**src/hdl/multi_axis_p_control_offset_avg_defines.svh**
```systemverilog
// ---------------------------------------------------------------------------
// assertion macros for the offset averaging controller
// ---------------------------------------------------------------------------
`ifndef MULTI_AXIS_P_CONTROL_OFFSET_AVG_DEFINES_SVH
`define MULTI_AXIS_P_CONTROL_OFFSET_AVG_DEFINES_SVH
`ifndef SYNTHESIS
`define MAPC_ASSERT_IMPL(lbl, clk, rst, ante, cons) \
   lbl: assert property (@(posedge clk) disable iff (rst) (ante) |-> (cons)) \
      else $error("assertion failed");
`define MAPC_ASSERT_NEXT(lbl, clk, rst, ante, cons) \
   lbl: assert property (@(posedge clk) disable iff (rst) (ante) |=> (cons)) \
      else $error("assertion failed");
`else
`define MAPC_ASSERT_IMPL(lbl, clk, rst, ante, cons)
`define MAPC_ASSERT_NEXT(lbl, clk, rst, ante, cons)
`endif
`endif

```
**src/hdl/mapc_pkg.sv**
```systemverilog
// ---------------------------------------------------------------------------
// mapc_pkg
// types and constants of the multi-axis position controller
// ---------------------------------------------------------------------------
`default_nettype none
package mapc_pkg;
   localparam int AXIS_COUNT = 6;

   typedef enum logic [1:0] {
      CMD_SAMPLE = 2'd0,
      CMD_START  = 2'd1,
      CMD_STOP   = 2'd2,
      CMD_NONE   = 2'd3
   } cmd_type;

   typedef enum logic [2:0] {
      REG_GAIN0 = 3'd0, REG_GAIN1 = 3'd1, REG_GAIN2 = 3'd2, REG_GAIN3 = 3'd3,
      REG_GAIN4 = 3'd4, REG_GAIN5 = 3'd5, REG_AXES = 3'd6, REG_MINWAIT = 3'd7
   } reg_type;

   typedef enum logic [2:0] {
      ST_IDLE, ST_MUL, ST_DIV, ST_ACC, ST_PUB, ST_OUT
   } state_type;

   // divider control and status
   typedef struct packed {
      logic        start;
      logic [31:0] dividend;
      logic [15:0] divisor;
   } div_req_type;

   typedef struct packed {
      logic        busy;
      logic        done;
      logic [31:0] quotient;
   } div_rsp_type;
endpackage
`default_nettype wire

```
**src/hdl/mapc_if.sv**
```systemverilog
// ---------------------------------------------------------------------------
// mapc channel interfaces
// valid/ready channels for items, results and register writes
// ---------------------------------------------------------------------------
`default_nettype none
interface mapc_req_if;
   logic        valid;
   logic        ready;
   logic [1:0]  command;
   logic [2:0]  axis;
   logic signed [31:0] desired_pos;
   logic signed [31:0] measured_pos;
   logic        end_of_period;
   logic [15:0] wait_periods;
   logic [15:0] sample_count;
   modport source (output valid, command, axis, desired_pos, measured_pos,
                   end_of_period, wait_periods, sample_count, input ready);
   modport sink (input valid, command, axis, desired_pos, measured_pos,
                 end_of_period, wait_periods, sample_count, output ready);
endinterface

interface mapc_rsp_if;
   logic        valid;
   logic        ready;
   logic [2:0]  out_axis;
   logic signed [31:0] velocity;
   logic signed [31:0] published_offset;
   logic        measurement_done;
   logic        start_accepted;
   logic        last_result;
   modport source (output valid, out_axis, velocity, published_offset,
                   measurement_done, start_accepted, last_result, input ready);
   modport sink (input valid, out_axis, velocity, published_offset,
                 measurement_done, start_accepted, last_result, output ready);
endinterface

interface mapc_csr_if;
   logic        valid;
   logic        ready;
   logic [2:0]  index;
   logic [15:0] data;
   modport source (output valid, index, data, input ready);
   modport sink (input valid, index, data, output ready);
endinterface
`default_nettype wire

```
**src/hdl/mapc_div.sv**
```systemverilog
// ---------------------------------------------------------------------------
// mapc_div
// serial signed divide, truncating toward zero, one quotient bit a cycle
// ---------------------------------------------------------------------------
`default_nettype none
module mapc_div
   import mapc_pkg::*;
(
   input  wire logic  clock,
   input  wire logic  reset,
   input  div_req_type req,
   output div_rsp_type rsp
);
   logic [31:0] rem_ff, rem_in;
   logic [31:0] quo_ff, quo_in;
   logic [15:0] dsr_ff, dsr_in;
   logic        neg_ff, neg_in;
   logic [5:0]  cnt_ff, cnt_in;
   logic        busy_ff, busy_in;
   logic        done_ff, done_in;
   logic [32:0] trial;
   logic [31:0] mag;

   // magnitude of dividend
   assign mag = req.dividend[31] ? (~req.dividend + 32'd1) : req.dividend;
   assign trial = {rem_ff, quo_ff[31]} - {17'd0, dsr_ff};

   always_comb begin
      rem_in = rem_ff; quo_in = quo_ff; dsr_in = dsr_ff; neg_in = neg_ff;
      cnt_in = cnt_ff; busy_in = busy_ff; done_in = 1'b0;
      if (req.start) begin
         rem_in = '0; quo_in = mag; dsr_in = req.divisor; neg_in = req.dividend[31];
         cnt_in = 6'd32; busy_in = 1'b1;
      end else if (busy_ff) begin
         // restoring step
         if (!trial[32]) begin
            rem_in = trial[31:0];
            quo_in = {quo_ff[30:0], 1'b1};
         end else begin
            rem_in = {rem_ff[30:0], quo_ff[31]};
            quo_in = {quo_ff[30:0], 1'b0};
         end
         cnt_in = cnt_ff - 6'd1;
         if (cnt_ff == 6'd1) begin
            busy_in = 1'b0;
            done_in = 1'b1;
         end
      end
   end

   always_ff @(posedge clock) begin
      rem_ff <= rem_in; quo_ff <= quo_in; dsr_ff <= dsr_in; neg_ff <= neg_in;
      if (reset) begin
         cnt_ff <= '0; busy_ff <= 1'b0; done_ff <= 1'b0;
      end else begin
         cnt_ff <= cnt_in; busy_ff <= busy_in; done_ff <= done_in;
      end
   end

   assign rsp.busy = busy_ff;
   assign rsp.done = done_ff;
   assign rsp.quotient = neg_ff ? (~quo_ff + 32'd1) : quo_ff;
endmodule
`default_nettype wire

```
**src/hdl/multi_axis_p_control_offset_avg.sv**
```systemverilog
// ---------------------------------------------------------------------------
// multi_axis_p_control_offset_avg
// per-axis proportional position controller with offset averaging
// ---------------------------------------------------------------------------
// Usage: items enter on req (sample, start, stop), results leave on rsp.
// Gains, axis count and least wait are to be written on csr only while idle;
// the block itself does not enforce this. A sample item yields one result
// with velocity = gain * (desired - measured), gain in Q8.8 (product shifted
// right by 8), saturated. Outside the sampling phase a sample item goes
// through multiply, update and result load, then the result handshake.
// During the sampling phase the velocity of an axis in use is divided by the
// sample count in a serial divider (32 steps plus start and done) before it
// is added to the accumulator.
// The period that ends a measurement walks the six accumulators, one a
// cycle, to publish them. A start item yields one result; a stop item gives
// one result per axis in use.
// req is ready only when no item is in work and no result waits; the result
// register holds a result until rsp.ready, and a stall holds back the item.
// Reset clears accumulators, published offsets, counters and gains, and
// sets the axis count to 6 and the least wait to 1000.
// ---------------------------------------------------------------------------
`default_nettype none
`include "multi_axis_p_control_offset_avg_defines.svh"
module multi_axis_p_control_offset_avg
   import mapc_pkg::*;
(
   input wire logic  clock,
   input wire logic  reset,
   mapc_req_if.sink   req,
   mapc_rsp_if.source rsp,
   mapc_csr_if.sink   csr
);
   localparam logic signed [47:0] ACC_MAX = 48'sh7FFF_FFFF_FFFF;
   localparam logic signed [47:0] ACC_MIN = 48'sh8000_0000_0000;

   state_type st_ff, st_in;
   logic signed [15:0] gain_ff [AXIS_COUNT];
   logic [2:0]  axes_ff;
   logic [15:0] minwait_ff;
   logic signed [47:0] acc_ff [AXIS_COUNT];
   logic signed [31:0] pub_ff [AXIS_COUNT];
   logic        meas_ff;
   logic [15:0] per_ff, wtgt_ff, stgt_ff, stk_ff;

   // latched item
   logic [1:0]  cmd_ff;
   logic [2:0]  ax_ff;
   logic signed [32:0] err_ff;
   logic        eop_ff;
   logic signed [31:0] vel_ff;
   logic [2:0]  idx_ff;

   // result register
   logic        ov_ff;
   logic [2:0]  oax_ff;
   logic signed [31:0] ovel_ff, opub_ff;
   logic        odone_ff, oacc_ff, olast_ff;

   div_req_type dreq;
   div_rsp_type drsp;

   logic [2:0] used;
   logic       in_acc;
   logic       sampling;
   logic signed [48:0] prod;
   logic signed [40:0] q;
   logic signed [31:0] vel_sat;
   logic signed [48:0] acc_sum;
   logic               ax_ok;

   mapc_div u_div (.clock(clock), .reset(reset), .req(dreq), .rsp(drsp));

   assign used = (axes_ff == 3'd0) ? 3'd1 :
                 (axes_ff > 3'(AXIS_COUNT)) ? 3'(AXIS_COUNT) : axes_ff;
   assign in_acc = req.valid && req.ready;
   assign sampling = meas_ff && (per_ff >= wtgt_ff);
   assign ax_ok = ax_ff < used;

   assign req.ready = (st_ff == ST_IDLE) && !ov_ff;
   assign csr.ready = 1'b1;

   // product and rounding toward minus infinity (arithmetic shift)
   assign prod = 49'(gain_ff[ax_ok ? ax_ff : 3'd0]) * 49'(err_ff);
   assign q = 41'(prod >>> 8);
   assign vel_sat = (q > 41'sd2147483647) ? 32'sh7FFF_FFFF :
                    (q < -41'sd2147483648) ? 32'sh8000_0000 : 32'(q);
   assign acc_sum = 49'(acc_ff[ax_ok ? ax_ff : 3'd0]) + 49'(signed'(drsp.quotient));

   assign dreq.start = (st_ff == ST_MUL) && ax_ok && sampling;
   assign dreq.dividend = vel_sat;
   assign dreq.divisor = stgt_ff;

   always_comb begin
      st_in = st_ff;
      unique case (st_ff)
         ST_IDLE: if (in_acc) begin
            unique case (cmd_type'(req.command))
               CMD_SAMPLE: st_in = ST_MUL;
               CMD_START, CMD_STOP: st_in = ST_OUT;
               default: st_in = ST_IDLE;
            endcase
         end
         ST_MUL: st_in = (ax_ok && sampling) ? ST_DIV : ST_ACC;
         ST_DIV: if (drsp.done) st_in = ST_ACC;
         ST_ACC: st_in = (eop_ff && sampling && (stk_ff + 16'd1 >= stgt_ff))
                         ? ST_PUB : ST_OUT;
         ST_PUB: if (idx_ff == 3'(AXIS_COUNT - 1)) st_in = ST_OUT;
         ST_OUT: if (!ov_ff) begin
            if (cmd_type'(cmd_ff) == CMD_STOP && idx_ff + 3'd1 < used) st_in = ST_OUT;
            else st_in = ST_IDLE;
         end
         default: st_in = ST_IDLE;
      endcase
   end

   always_ff @(posedge clock) begin
      if (reset) begin
         st_ff <= ST_IDLE;
         for (int i = 0; i < AXIS_COUNT; i++) begin
            gain_ff[i] <= '0; acc_ff[i] <= '0; pub_ff[i] <= '0;
         end
         axes_ff <= 3'd6; minwait_ff <= 16'd1000;
         meas_ff <= 1'b0; per_ff <= '0; wtgt_ff <= '0; stgt_ff <= 16'd1; stk_ff <= '0;
         ov_ff <= 1'b0; idx_ff <= '0;
      end else begin
         st_ff <= st_in;
         if (rsp.valid && rsp.ready) ov_ff <= 1'b0;
         // register writes
         if (csr.valid) begin
            unique case (reg_type'(csr.index))
               REG_AXES:    axes_ff <= csr.data[2:0];
               REG_MINWAIT: minwait_ff <= csr.data;
               default:     gain_ff[csr.index] <= csr.data;
            endcase
         end
         unique case (st_ff)
            ST_IDLE: if (in_acc) begin
               cmd_ff <= req.command; ax_ff <= req.axis; eop_ff <= req.end_of_period;
               err_ff <= 33'(req.desired_pos) - 33'(req.measured_pos);
               idx_ff <= '0;
               if (cmd_type'(req.command) == CMD_START && !meas_ff) begin
                  for (int i = 0; i < AXIS_COUNT; i++) acc_ff[i] <= '0;
                  wtgt_ff <= (req.wait_periods > minwait_ff) ? req.wait_periods : minwait_ff;
                  stgt_ff <= (req.sample_count == 16'd0) ? 16'd1 : req.sample_count;
                  per_ff <= '0; stk_ff <= '0; meas_ff <= 1'b1;
                  oacc_ff <= 1'b1;
               end else oacc_ff <= 1'b0;
            end
            ST_MUL: vel_ff <= ax_ok ? vel_sat : 32'sd0;
            ST_ACC: begin
               if (ax_ok && sampling)
                  acc_ff[ax_ff] <= (acc_sum > 49'(ACC_MAX)) ? ACC_MAX :
                                   (acc_sum < 49'(ACC_MIN)) ? ACC_MIN : 48'(acc_sum);
               if (eop_ff && meas_ff) begin
                  if (sampling) begin
                     stk_ff <= stk_ff + 16'd1;
                     if (stk_ff + 16'd1 >= stgt_ff) meas_ff <= 1'b0;
                  end else if (per_ff != 16'hFFFF) per_ff <= per_ff + 16'd1;
               end
            end
            ST_PUB: begin
               pub_ff[idx_ff] <= (acc_ff[idx_ff] > 48'sh7FFF_FFFF) ? 32'sh7FFF_FFFF :
                                 (acc_ff[idx_ff] < -48'sh8000_0000) ? 32'sh8000_0000 :
                                 32'(acc_ff[idx_ff]);
               if (idx_ff == 3'(AXIS_COUNT - 1)) idx_ff <= '0;
               else idx_ff <= idx_ff + 3'd1;
            end
            ST_OUT: if (!ov_ff) begin
               ov_ff <= 1'b1;
               odone_ff <= !meas_ff;
               unique case (cmd_type'(cmd_ff))
                  CMD_SAMPLE: begin
                     oax_ff <= ax_ff; ovel_ff <= vel_ff; olast_ff <= 1'b1;
                     opub_ff <= (ax_ff < 3'(AXIS_COUNT)) ? pub_ff[ax_ff] : 32'sd0;
                  end
                  CMD_STOP: begin
                     oax_ff <= idx_ff; ovel_ff <= '0; opub_ff <= pub_ff[idx_ff];
                     olast_ff <= (idx_ff + 3'd1 >= used);
                     idx_ff <= idx_ff + 3'd1;
                  end
                  default: begin
                     oax_ff <= '0; ovel_ff <= '0; opub_ff <= pub_ff[0]; olast_ff <= 1'b1;
                  end
               endcase
            end
            default: ;
         endcase
      end
   end

   assign rsp.valid = ov_ff;
   assign rsp.out_axis = oax_ff;
   assign rsp.velocity = ovel_ff;
   assign rsp.published_offset = opub_ff;
   assign rsp.measurement_done = odone_ff;
   assign rsp.start_accepted = oacc_ff && (cmd_type'(cmd_ff) == CMD_START);
   assign rsp.last_result = olast_ff;

   `MAPC_ASSERT_IMPL(a_ready_idle, clock, reset, req.ready, st_ff == ST_IDLE)
   `MAPC_ASSERT_NEXT(a_div_start, clock, reset, dreq.start, drsp.busy)
   `MAPC_ASSERT_IMPL(a_div_only, clock, reset, drsp.busy, st_ff == ST_DIV)
   `MAPC_ASSERT_NEXT(a_hold, clock, reset, rsp.valid && !rsp.ready,
                     rsp.valid && $stable(rsp.velocity))
endmodule
`default_nettype wire

```
**src/flat_wrapper.sv**
```systemverilog
// flat-port wrapper written by rule: the top's interface ports become plain ports
module multi_axis_p_control_offset_avg_flat import mapc_pkg::*;
  (clock, reset, req_valid, req_command, req_axis, req_desired_pos, req_measured_pos, req_end_of_period, req_wait_periods, req_sample_count, req_ready, rsp_valid, rsp_out_axis, rsp_velocity, rsp_published_offset, rsp_measurement_done, rsp_start_accepted, rsp_last_result, rsp_ready, csr_valid, csr_index, csr_data, csr_ready);
  mapc_req_if req_i ();
  mapc_rsp_if rsp_i ();
  mapc_csr_if csr_i ();
  input wire logic clock;
  input wire logic reset;
  input wire logic [$bits(req_i.valid)-1:0] req_valid;
  input wire logic [$bits(req_i.command)-1:0] req_command;
  input wire logic [$bits(req_i.axis)-1:0] req_axis;
  input wire logic [$bits(req_i.desired_pos)-1:0] req_desired_pos;
  input wire logic [$bits(req_i.measured_pos)-1:0] req_measured_pos;
  input wire logic [$bits(req_i.end_of_period)-1:0] req_end_of_period;
  input wire logic [$bits(req_i.wait_periods)-1:0] req_wait_periods;
  input wire logic [$bits(req_i.sample_count)-1:0] req_sample_count;
  output wire logic [$bits(req_i.ready)-1:0] req_ready;
  output wire logic [$bits(rsp_i.valid)-1:0] rsp_valid;
  output wire logic [$bits(rsp_i.out_axis)-1:0] rsp_out_axis;
  output wire logic [$bits(rsp_i.velocity)-1:0] rsp_velocity;
  output wire logic [$bits(rsp_i.published_offset)-1:0] rsp_published_offset;
  output wire logic [$bits(rsp_i.measurement_done)-1:0] rsp_measurement_done;
  output wire logic [$bits(rsp_i.start_accepted)-1:0] rsp_start_accepted;
  output wire logic [$bits(rsp_i.last_result)-1:0] rsp_last_result;
  input wire logic [$bits(rsp_i.ready)-1:0] rsp_ready;
  input wire logic [$bits(csr_i.valid)-1:0] csr_valid;
  input wire logic [$bits(csr_i.index)-1:0] csr_index;
  input wire logic [$bits(csr_i.data)-1:0] csr_data;
  output wire logic [$bits(csr_i.ready)-1:0] csr_ready;
  assign req_i.valid = req_valid;
  assign req_i.command = req_command;
  assign req_i.axis = req_axis;
  assign req_i.desired_pos = req_desired_pos;
  assign req_i.measured_pos = req_measured_pos;
  assign req_i.end_of_period = req_end_of_period;
  assign req_i.wait_periods = req_wait_periods;
  assign req_i.sample_count = req_sample_count;
  assign req_ready = req_i.ready;
  assign rsp_valid = rsp_i.valid;
  assign rsp_out_axis = rsp_i.out_axis;
  assign rsp_velocity = rsp_i.velocity;
  assign rsp_published_offset = rsp_i.published_offset;
  assign rsp_measurement_done = rsp_i.measurement_done;
  assign rsp_start_accepted = rsp_i.start_accepted;
  assign rsp_last_result = rsp_i.last_result;
  assign rsp_i.ready = rsp_ready;
  assign csr_i.valid = csr_valid;
  assign csr_i.index = csr_index;
  assign csr_i.data = csr_data;
  assign csr_ready = csr_i.ready;
  multi_axis_p_control_offset_avg u_core (.clock(clock), .reset(reset), .req(req_i), .rsp(rsp_i), .csr(csr_i));
endmodule
```
**config.mk**
```make
export PLATFORM = sky130hd
export DESIGN_NAME = multi_axis_p_control_offset_avg_flat
export DESIGN_NICKNAME = d
export VERILOG_FILES = /design/src/hdl/mapc_pkg.sv /design/src/hdl/mapc_if.sv /design/src/hdl/mapc_div.sv /design/src/hdl/multi_axis_p_control_offset_avg.sv /design/src/flat_wrapper.sv
export VERILOG_INCLUDE_DIRS = /design/src /design/src/hdl
export SDC_FILE = /design/constraint.sdc
export NUM_CORES = 2
export LEC_CHECK = 0
export BUFFER_PORTS_ARGS = -buffer_cell sky130_fd_sc_hd__buf_2
export CORE_AREA = 4 4 497 401
export DETAILED_ROUTE_END_ITERATION = 8
export DIE_AREA = 0 0 501 405
export GPL_TIMING_DRIVEN = 0
export PLACE_DENSITY_LB_ADDON = 0.05
export SYNTH_ARGS = -nofsm -noshare
export SYNTH_HDL_FRONTEND = slang
export SYNTH_SLANG_ARGS = --single-unit
```
**constraint.sdc**
```tcl
create_clock -name clock -period 12.6 [get_ports clock]
set_input_delay 1.26 -clock clock [delete_from_list [all_inputs] [get_ports clock]]
set_output_delay 1.26 -clock clock [all_outputs]
set_load 0.005 [all_outputs]
```
# == Word level (Yosys, flattened, before mapping) ==
# Memory sizes are Yosys's and may differ from the RTL's. A register that Yosys moved wholly into a read port is not among the register bits.
# Cells that the tools add are included.
# totals
reg_bits,321
ram_bits,576
in_bits,126
out_inout_bits,73
wordCells,229
memories,3
# op_classes
addsub,9
multipliers,1
order_cmp,14
eq_ne,25
mux,96
bitwise,11
n_reduce_logical,41
# memory_table
name,words,word_bits,rd,rd_clocked_by_memory_dff,write_ports,line_no,source
u_core.acc_ff,6,48,2,1,6,multi_axis_p_control_offset_avg.sv:40,logic signed [47:0] acc_ff [AXIS_COUNT];
u_core.pub_ff,6,32,3,2,6,multi_axis_p_control_offset_avg.sv:41,logic signed [31:0] pub_ff [AXIS_COUNT];
u_core.gain_ff,6,16,1,0,6,multi_axis_p_control_offset_avg.sv:37,logic signed [15:0] gain_ff [AXIS_COUNT];
# op_table
operator,count
2-to-1 mux 48 bit,9
2-to-1 mux 32 bit,11
2-to-1 mux 16 bit,10
"adder 32 x 1 -> 32 bit, second input constant",2
inverter 32 bit,2
case mux 16 bit (2 select lines),2
case mux 32 bit (2 select lines),1
2-to-1 mux 3 bit,20
adder 48 x 32 -> 49 bit,1
"> comparator 49 x 48 -> 1 bit, second input constant",1
"less-than comparator 49 x 48 -> 1 bit, second input constant",1
multiplier 16 x 33 -> 49 bit,1
"> comparator 48 x 32 -> 1 bit, second input constant",1
"less-than comparator 48 x 32 -> 1 bit, second input constant",1
OR reduction 48 bit,1
"> comparator 41 x 32 -> 1 bit, second input constant",1
"less-than comparator 41 x 32 -> 1 bit, second input constant",1
2-to-1 mux 1 bit,36
subtractor 32 x 32 -> 33 bit,1
subtractor 33 x 16 -> 33 bit,1
"adder 16 x 1 -> 16 bit, second input constant",2
greater-or-equal comparator 16 bit,2
OR reduction 32 bit,1
case mux 3 bit (6 select lines),1
other kinds (37),87

# == Logic depth before layout (Yosys ltp) ==
# An unclocked memory read counts as a cell.
# depth
word_depth,14
depth_mapped,48

# == Cells and area by module ==
# Synthesis repeated with hierarchy kept, for this count alone.
# hier_totals
hier_cells,7441
hier_area_um2,77245.3
# by_module_without_submodules
mod,instances,cells_each,area_per_inst_um2
multi_axis_p_control_offset_avg,1,6721,71098.2
mapc_div,1,720,6147.1

# == Worst setup path after synthesis ==
# No wires, ideal clock.
# synth_timing
path_kind,register to register
start,register u_core.ax_ff[1]
end,register u_core.u_div.quo_ff[26] (data pin)
setup_time_ns,0.269
arrival_time_ns,10.566
path_slack_ns,1.765
stages_incl_launch_ff,44
n_path_buf,6
synth_period_minus_slack_ns,10.835
cell_sequence,edfxtp_1 ha_1 a21oi_1 o21a_2 nand2_1 nor2_1 clkbuf_1 buf_1 nand3_1 a31oi_1 clkbuf_1 nor2b_1 fa_1 inv_1 fa_1 fa_1 fa_1 inv_1 [... 8 more ...] o21ai_1 a21o_1 a211oi_1 nand2_1 o21a_1 o31a_1 or4_1 nand3_2 inv_2 a21oi_2 buf_2 a21oi_1 ha_1 clkbuf_1 o31a_1 a311o_1 xor2_1 o21ai_0
# synth_between
elab_chain_len,11
# synth_rtl
item,line_no,source
"start, declared",multi_axis_p_control_offset_avg.sv:47,logic [2:0] ax_ff;
"start signal, assigned",multi_axis_p_control_offset_avg.sv:138,cmd_ff <= req.command; ax_ff <= req.axis; eop_ff <= req.end_of_period;
less-than comparator 3 bit,multi_axis_p_control_offset_avg.sv:77,assign ax_ok = ax_ff < used;
2-to-1 mux 3 bit,multi_axis_p_control_offset_avg.sv:83,assign prod = 49'(gain_ff[ax_ok ? ax_ff : 3'd0]) * 49'(err_ff);
memory read (6 x 16 bit),-,
multiplier 16 x 33 -> 49 bit,multi_axis_p_control_offset_avg.sv:83,
less-than comparator 41 x 32 -> 1 bit,multi_axis_p_control_offset_avg.sv:86,(q < -41'sd2147483648) ? 32'sh8000_0000 : 32'(q);
2-to-1 mux 32 bit,multi_axis_p_control_offset_avg.sv:86,
2-to-1 mux 32 bit,multi_axis_p_control_offset_avg.sv:85,assign vel_sat = (q > 41'sd2147483647) ? 32'sh7FFF_FFFF :
inverter 32 bit,mapc_div.sv:25,assign mag = req.dividend[31] ? (~req.dividend + 32'd1) : req.dividend;
adder 32 x 1 -> 32 bit,mapc_div.sv:25,
2-to-1 mux 32 bit,mapc_div.sv:25,
2-to-1 mux 32 bit (*),mapc_div.sv:31,if (req.start) begin
via u_core.u_div.quo_in[26],mapc_div.sv:15,"logic [31:0] quo_ff, quo_in;"
"end signal, assigned",mapc_div.sv:52,rem_ff <= rem_in; quo_ff <= quo_in; dsr_ff <= dsr_in; neg_ff <= neg_in;
"end, declared",mapc_div.sv:15,
# The timed path passes the listed nets; every way through them passes the cells marked *.
# A chain may end at the register's enable or synchronous reset.

# == Worst setup path in the final report ==
# layout_timing
start,register u_core.ax_ff[2]
end,register u_core.u_div.quo_ff[8] (data pin)
# Same word-level chain as after synthesis.

==> flow_metrics.env <==
export IMPL_status="finished with violations"
export IMPL_violations="max-capacitance violations, max-slew violations"
export IMPL_synthMuxAreaShare_pct=8.38
export IMPL_syn_to_final_growth_pct=12.6
export IMPL_grtUsageTotal_pct=29.1
export IMPL_critPathMaxStageDelay_ps=590
export IMPL_antenna_found_initial=39
export IMPL_synth_most_common_cell="nand2_1"
export IMPL_numCtsBuffers=118
export IMPL_routed_wl_mm=298
export IMPL_layout_area_seq_um2=31500
export IMPL_clk_latency_ps=820
export IMPL_grt_pass1_vias=59200
export IMPL_clk_pin_slew_ps=60
export IMPL_dpl_instance_area_um2=82700
export IMPL_yosys_register_bits=1095
export IMPL_ys_async_sr_fraction_pct=0
export IMPL_synth_top_family_by_area="adder cells"
export IMPL_cts_tree="built"
export IMPL_yosysSeqAreaShare_pct=40.8
export IMPL_max_freq_mhz=81.6
export IMPL_die_area_um2=203000
export IMPL_grt_max_degree=39
export IMPL_synth_commonest_cells="1032 x nand2_1, 958 x edfxtp_1, 904 x nor2_1"
export IMPL_stdcell_count=10600
export IMPL_worst_pin_slew_ps=1510
export IMPL_rows=145
export IMPL_cp_required_ps=13050
export IMPL_ioPinCount=199
export IMPL_grt_pass1_wl_mm=426
export IMPL_synthTopCellsByArea="edfxtp_1 37%, fa_1 13%, mux4_2 6.5%"
export IMPL_yosys_area_share_simple_pct=16.6
export IMPL_stdcell_area_um2=87100
export IMPL_synth_distinct_cells=109
export IMPL_hp_class="reg2reg"
export IMPL_cts_sinks=1095
export IMPL_drtIter0Drc=7595
export IMPL_syn_area_um2=77300
export IMPL_avgViaCountPerCell=5.75
export IMPL_synthXorXnorAreaFrac_pct=2.24
export IMPL_multi_input_area_um2=41600
export IMPL_holdBufCountCts=0
export IMPL_synth_edff_count=958
export IMPL_synthCells=7494
export IMPL_synth_compound_area_share_pct=8.48
export IMPL_period_needed_ps=12260
export IMPL_max_slew_margin_rel_pct=-0.849
export IMPL_synth_top_area_share_pct=37.2
export IMPL_period_share_pct=97.3
export IMPL_avgSynthCellArea_um2=10.3
export IMPL_initial_utilization_pct=39.8
export IMPL_hpwl_mm=224
export IMPL_num_nets_final=8811
export IMPL_hold_ws_ps=432
export IMPL_dpl_cell_count=10300
export IMPL_wl_per_cell_um=28.1
export IMPL_cp_end_kind="flip-flop"
export IMPL_coreArea_um2=194000
export IMPL_worst_ep_arrival_time_ps=12710
export IMPL_maxSlewViolCount=21
export IMPL_path_class="reg2reg"
export IMPL_cts_root_buffer="clkbuf_16"
export IMPL_synthAdderAreaFrac_pct=17.4
export IMPL_htree_levels=3
export IMPL_die_h_um=405
export IMPL_overflow=0
export IMPL_setup_viol=0
export IMPL_fillCellCount=18600
export IMPL_yosysTopAreaCell="edfxtp_1"
export IMPL_portBuffers=195
export IMPL_hold_viol=0
export IMPL_ant_nets=0
export IMPL_vias=60800
export IMPL_maxCapViolCount=2
export IMPL_fp_dieW_um=501
export IMPL_yosys_warnings=0
export IMPL_critPathSlowestCell="fa_1"
export IMPL_gp_congestion=0.928
export IMPL_cp_common_cell="fa_1"
export IMPL_skew_ps=74.1
export IMPL_ys_flop_type="edfxtp_1"
export IMPL_cp_max_fo=10
export IMPL_drt_pass1_iterations=9
export IMPL_drcViolationCount=0
export IMPL_cp_start_kind="flip-flop"
export IMPL_cts_buffer_depth=3
export IMPL_drive_gt1_share_pct=11.3
[cell usage in the layout (no fill, tap or decap), types with 31 or more instances in the layout]
master / n
clkbuf_1: 312
xnor2_1: 131
buf_4: 39
buf_2: 212
nand3_1: 257
nand4_1: 50
dfxtp_1: 137
nor2_1: 898
inv_1: 807
a31oi_1: 32
o221ai_1: 31
fa_1: 502
mux4_2: 224
a21oi_1: 228
nand2_1: 1019
clkbuf_16: 118
nor2b_1: 137
a222oi_1: 62
xor2_1: 66
nand2b_1: 77
a211oi_1: 51
nor3_1: 58
and2_1: 150
o21ai_0: 186
ha_1: 272
mux2i_1: 134
o31ai_1: 31
conb_1: 33
edfxtp_1: 958
a21o_1: 99
buf_1: 50
[metrics by stage]
| step | setup TNS, ps | utilization [%] | worst slack, ps |
|---|---|---|---|
| final | 0 | 44.8 | 343 |
| after global routing | -0.887 | 44.8 | -0.887 |
| after CTS | 0 | 44.7 | 51.1 |
| after detailed placement | -288160 | 42.6 | -3880 |
| after global placement | -711630 | 42.0 | -4100 |
| after floorplan | 0 | - | 1760 |
[cell families (layout without fill, tap and decap cells)]
family | after synthesis | count (layout)
flip-flops | 1095 | 1095
AO/OA/AOI/OAI | 967 | 967
other | 2 | 44
buffers and inverters | 1241 | 1723
multiplexers | 366 | 366
adder cells (fa/ha/maj) | 776 | 776
AND/OR/NAND/NOR | 2849 | 2849
XOR/XNOR | 198 | 198
[sequential cells by signal, indices dropped and copies added (netlist names), 2 cells and up, named ones only]
signal                       count
u_core.acc_ff                  384
u_core.pub_ff                  256
u_core.gain_ff                 128
u_core.err_ff                   33
u_core.rsp.published_offset     32
u_core.rsp.velocity             32
u_core.u_div.quo_ff             32
u_core.u_div.rem_ff             32
u_core.vel_ff                   32
u_core.minwait_ff               16
u_core.per_ff                   16
u_core.stgt_ff                  16
u_core.stk_ff                   16
u_core.u_div.dsr_ff             16
u_core.wtgt_ff                  16
u_core.u_div.cnt_ff              6
u_core.ax_ff                     3
u_core.axes_ff                   3
u_core.idx_ff                    3
u_core.rsp.out_axis              3
u_core.st_ff                     3
u_core.cmd_ff                    2
[worst max-delay path, delay by kind of cell, from the launching register on]
family	cells	cell delay, ps
flops	1	550
compound gates	12	2570
simple gates	9	1790
mux	1	330
fa+ha+maj	9	4400
buf+inv	12	2270
[routing by layer]
| metal | routed length [µm] | share of wire, % | up-vias | global-route usage, % |
|---|---|---|---|---|
| met5 | 195 | 0.065 | - | 0 |
| met4 | 9460 | 3.2 | 10 | 8.26 |
| met3 | 31500 | 11 | 473 | 7.05 |
| met2 | 116000 | 39 | 3008 | 39.1 |
| met1 | 140000 | 47 | 30800 | 45.7 |
| li1 | - | - | 26600 | - |
[path summary, 6_finish.rpt]
check | slack, ps | start | endpoint | cells past startpoint
worst max-delay path | 340 | u_core.ax_ff[2]$_DFFE_PP_ | u_core.u_div.quo_ff[8]$_DFFE_PP_ | 43
worst max register to register | 340 | u_core.ax_ff[2]$_DFFE_PP_ | u_core.u_div.quo_ff[8]$_DFFE_PP_ | 43
worst min-delay path | 430 | u_core.stgt_ff[15]$_SDFFE_PP0P_ | u_core.u_div.dsr_ff[15]$_DFFE_PP_ | 0
worst min register to register | 430 | u_core.stgt_ff[15]$_SDFFE_PP0P_ | u_core.u_div.dsr_ff[15]$_DFFE_PP_ | 0
[repair_timing]
action / CTS / global route
endpoints found under the setup margin: 413 / 17
setup buffers: 15 / 7
pin swaps: 8 / 7
resized for setup: 98 / 43
[layout make-up]
type                            instances  share of cell area (%)
Inverter                              812                    3.50
Timing Repair Buffer                  274                    2.36
Multi-Input combinational cell       5189                    47.8
Tap cell                             2572                    3.70
Antenna cell                           11                  0.0316
Clock buffer                          137                    3.49
Sequential cell                      1095                    36.2
Buffer                                421                    2.05
Clock inverter                         79                   0.882
Power is left out: the tool's default activity adds up to more than one toggle a clock period on the data nets, which glitch-free logic cannot reach.
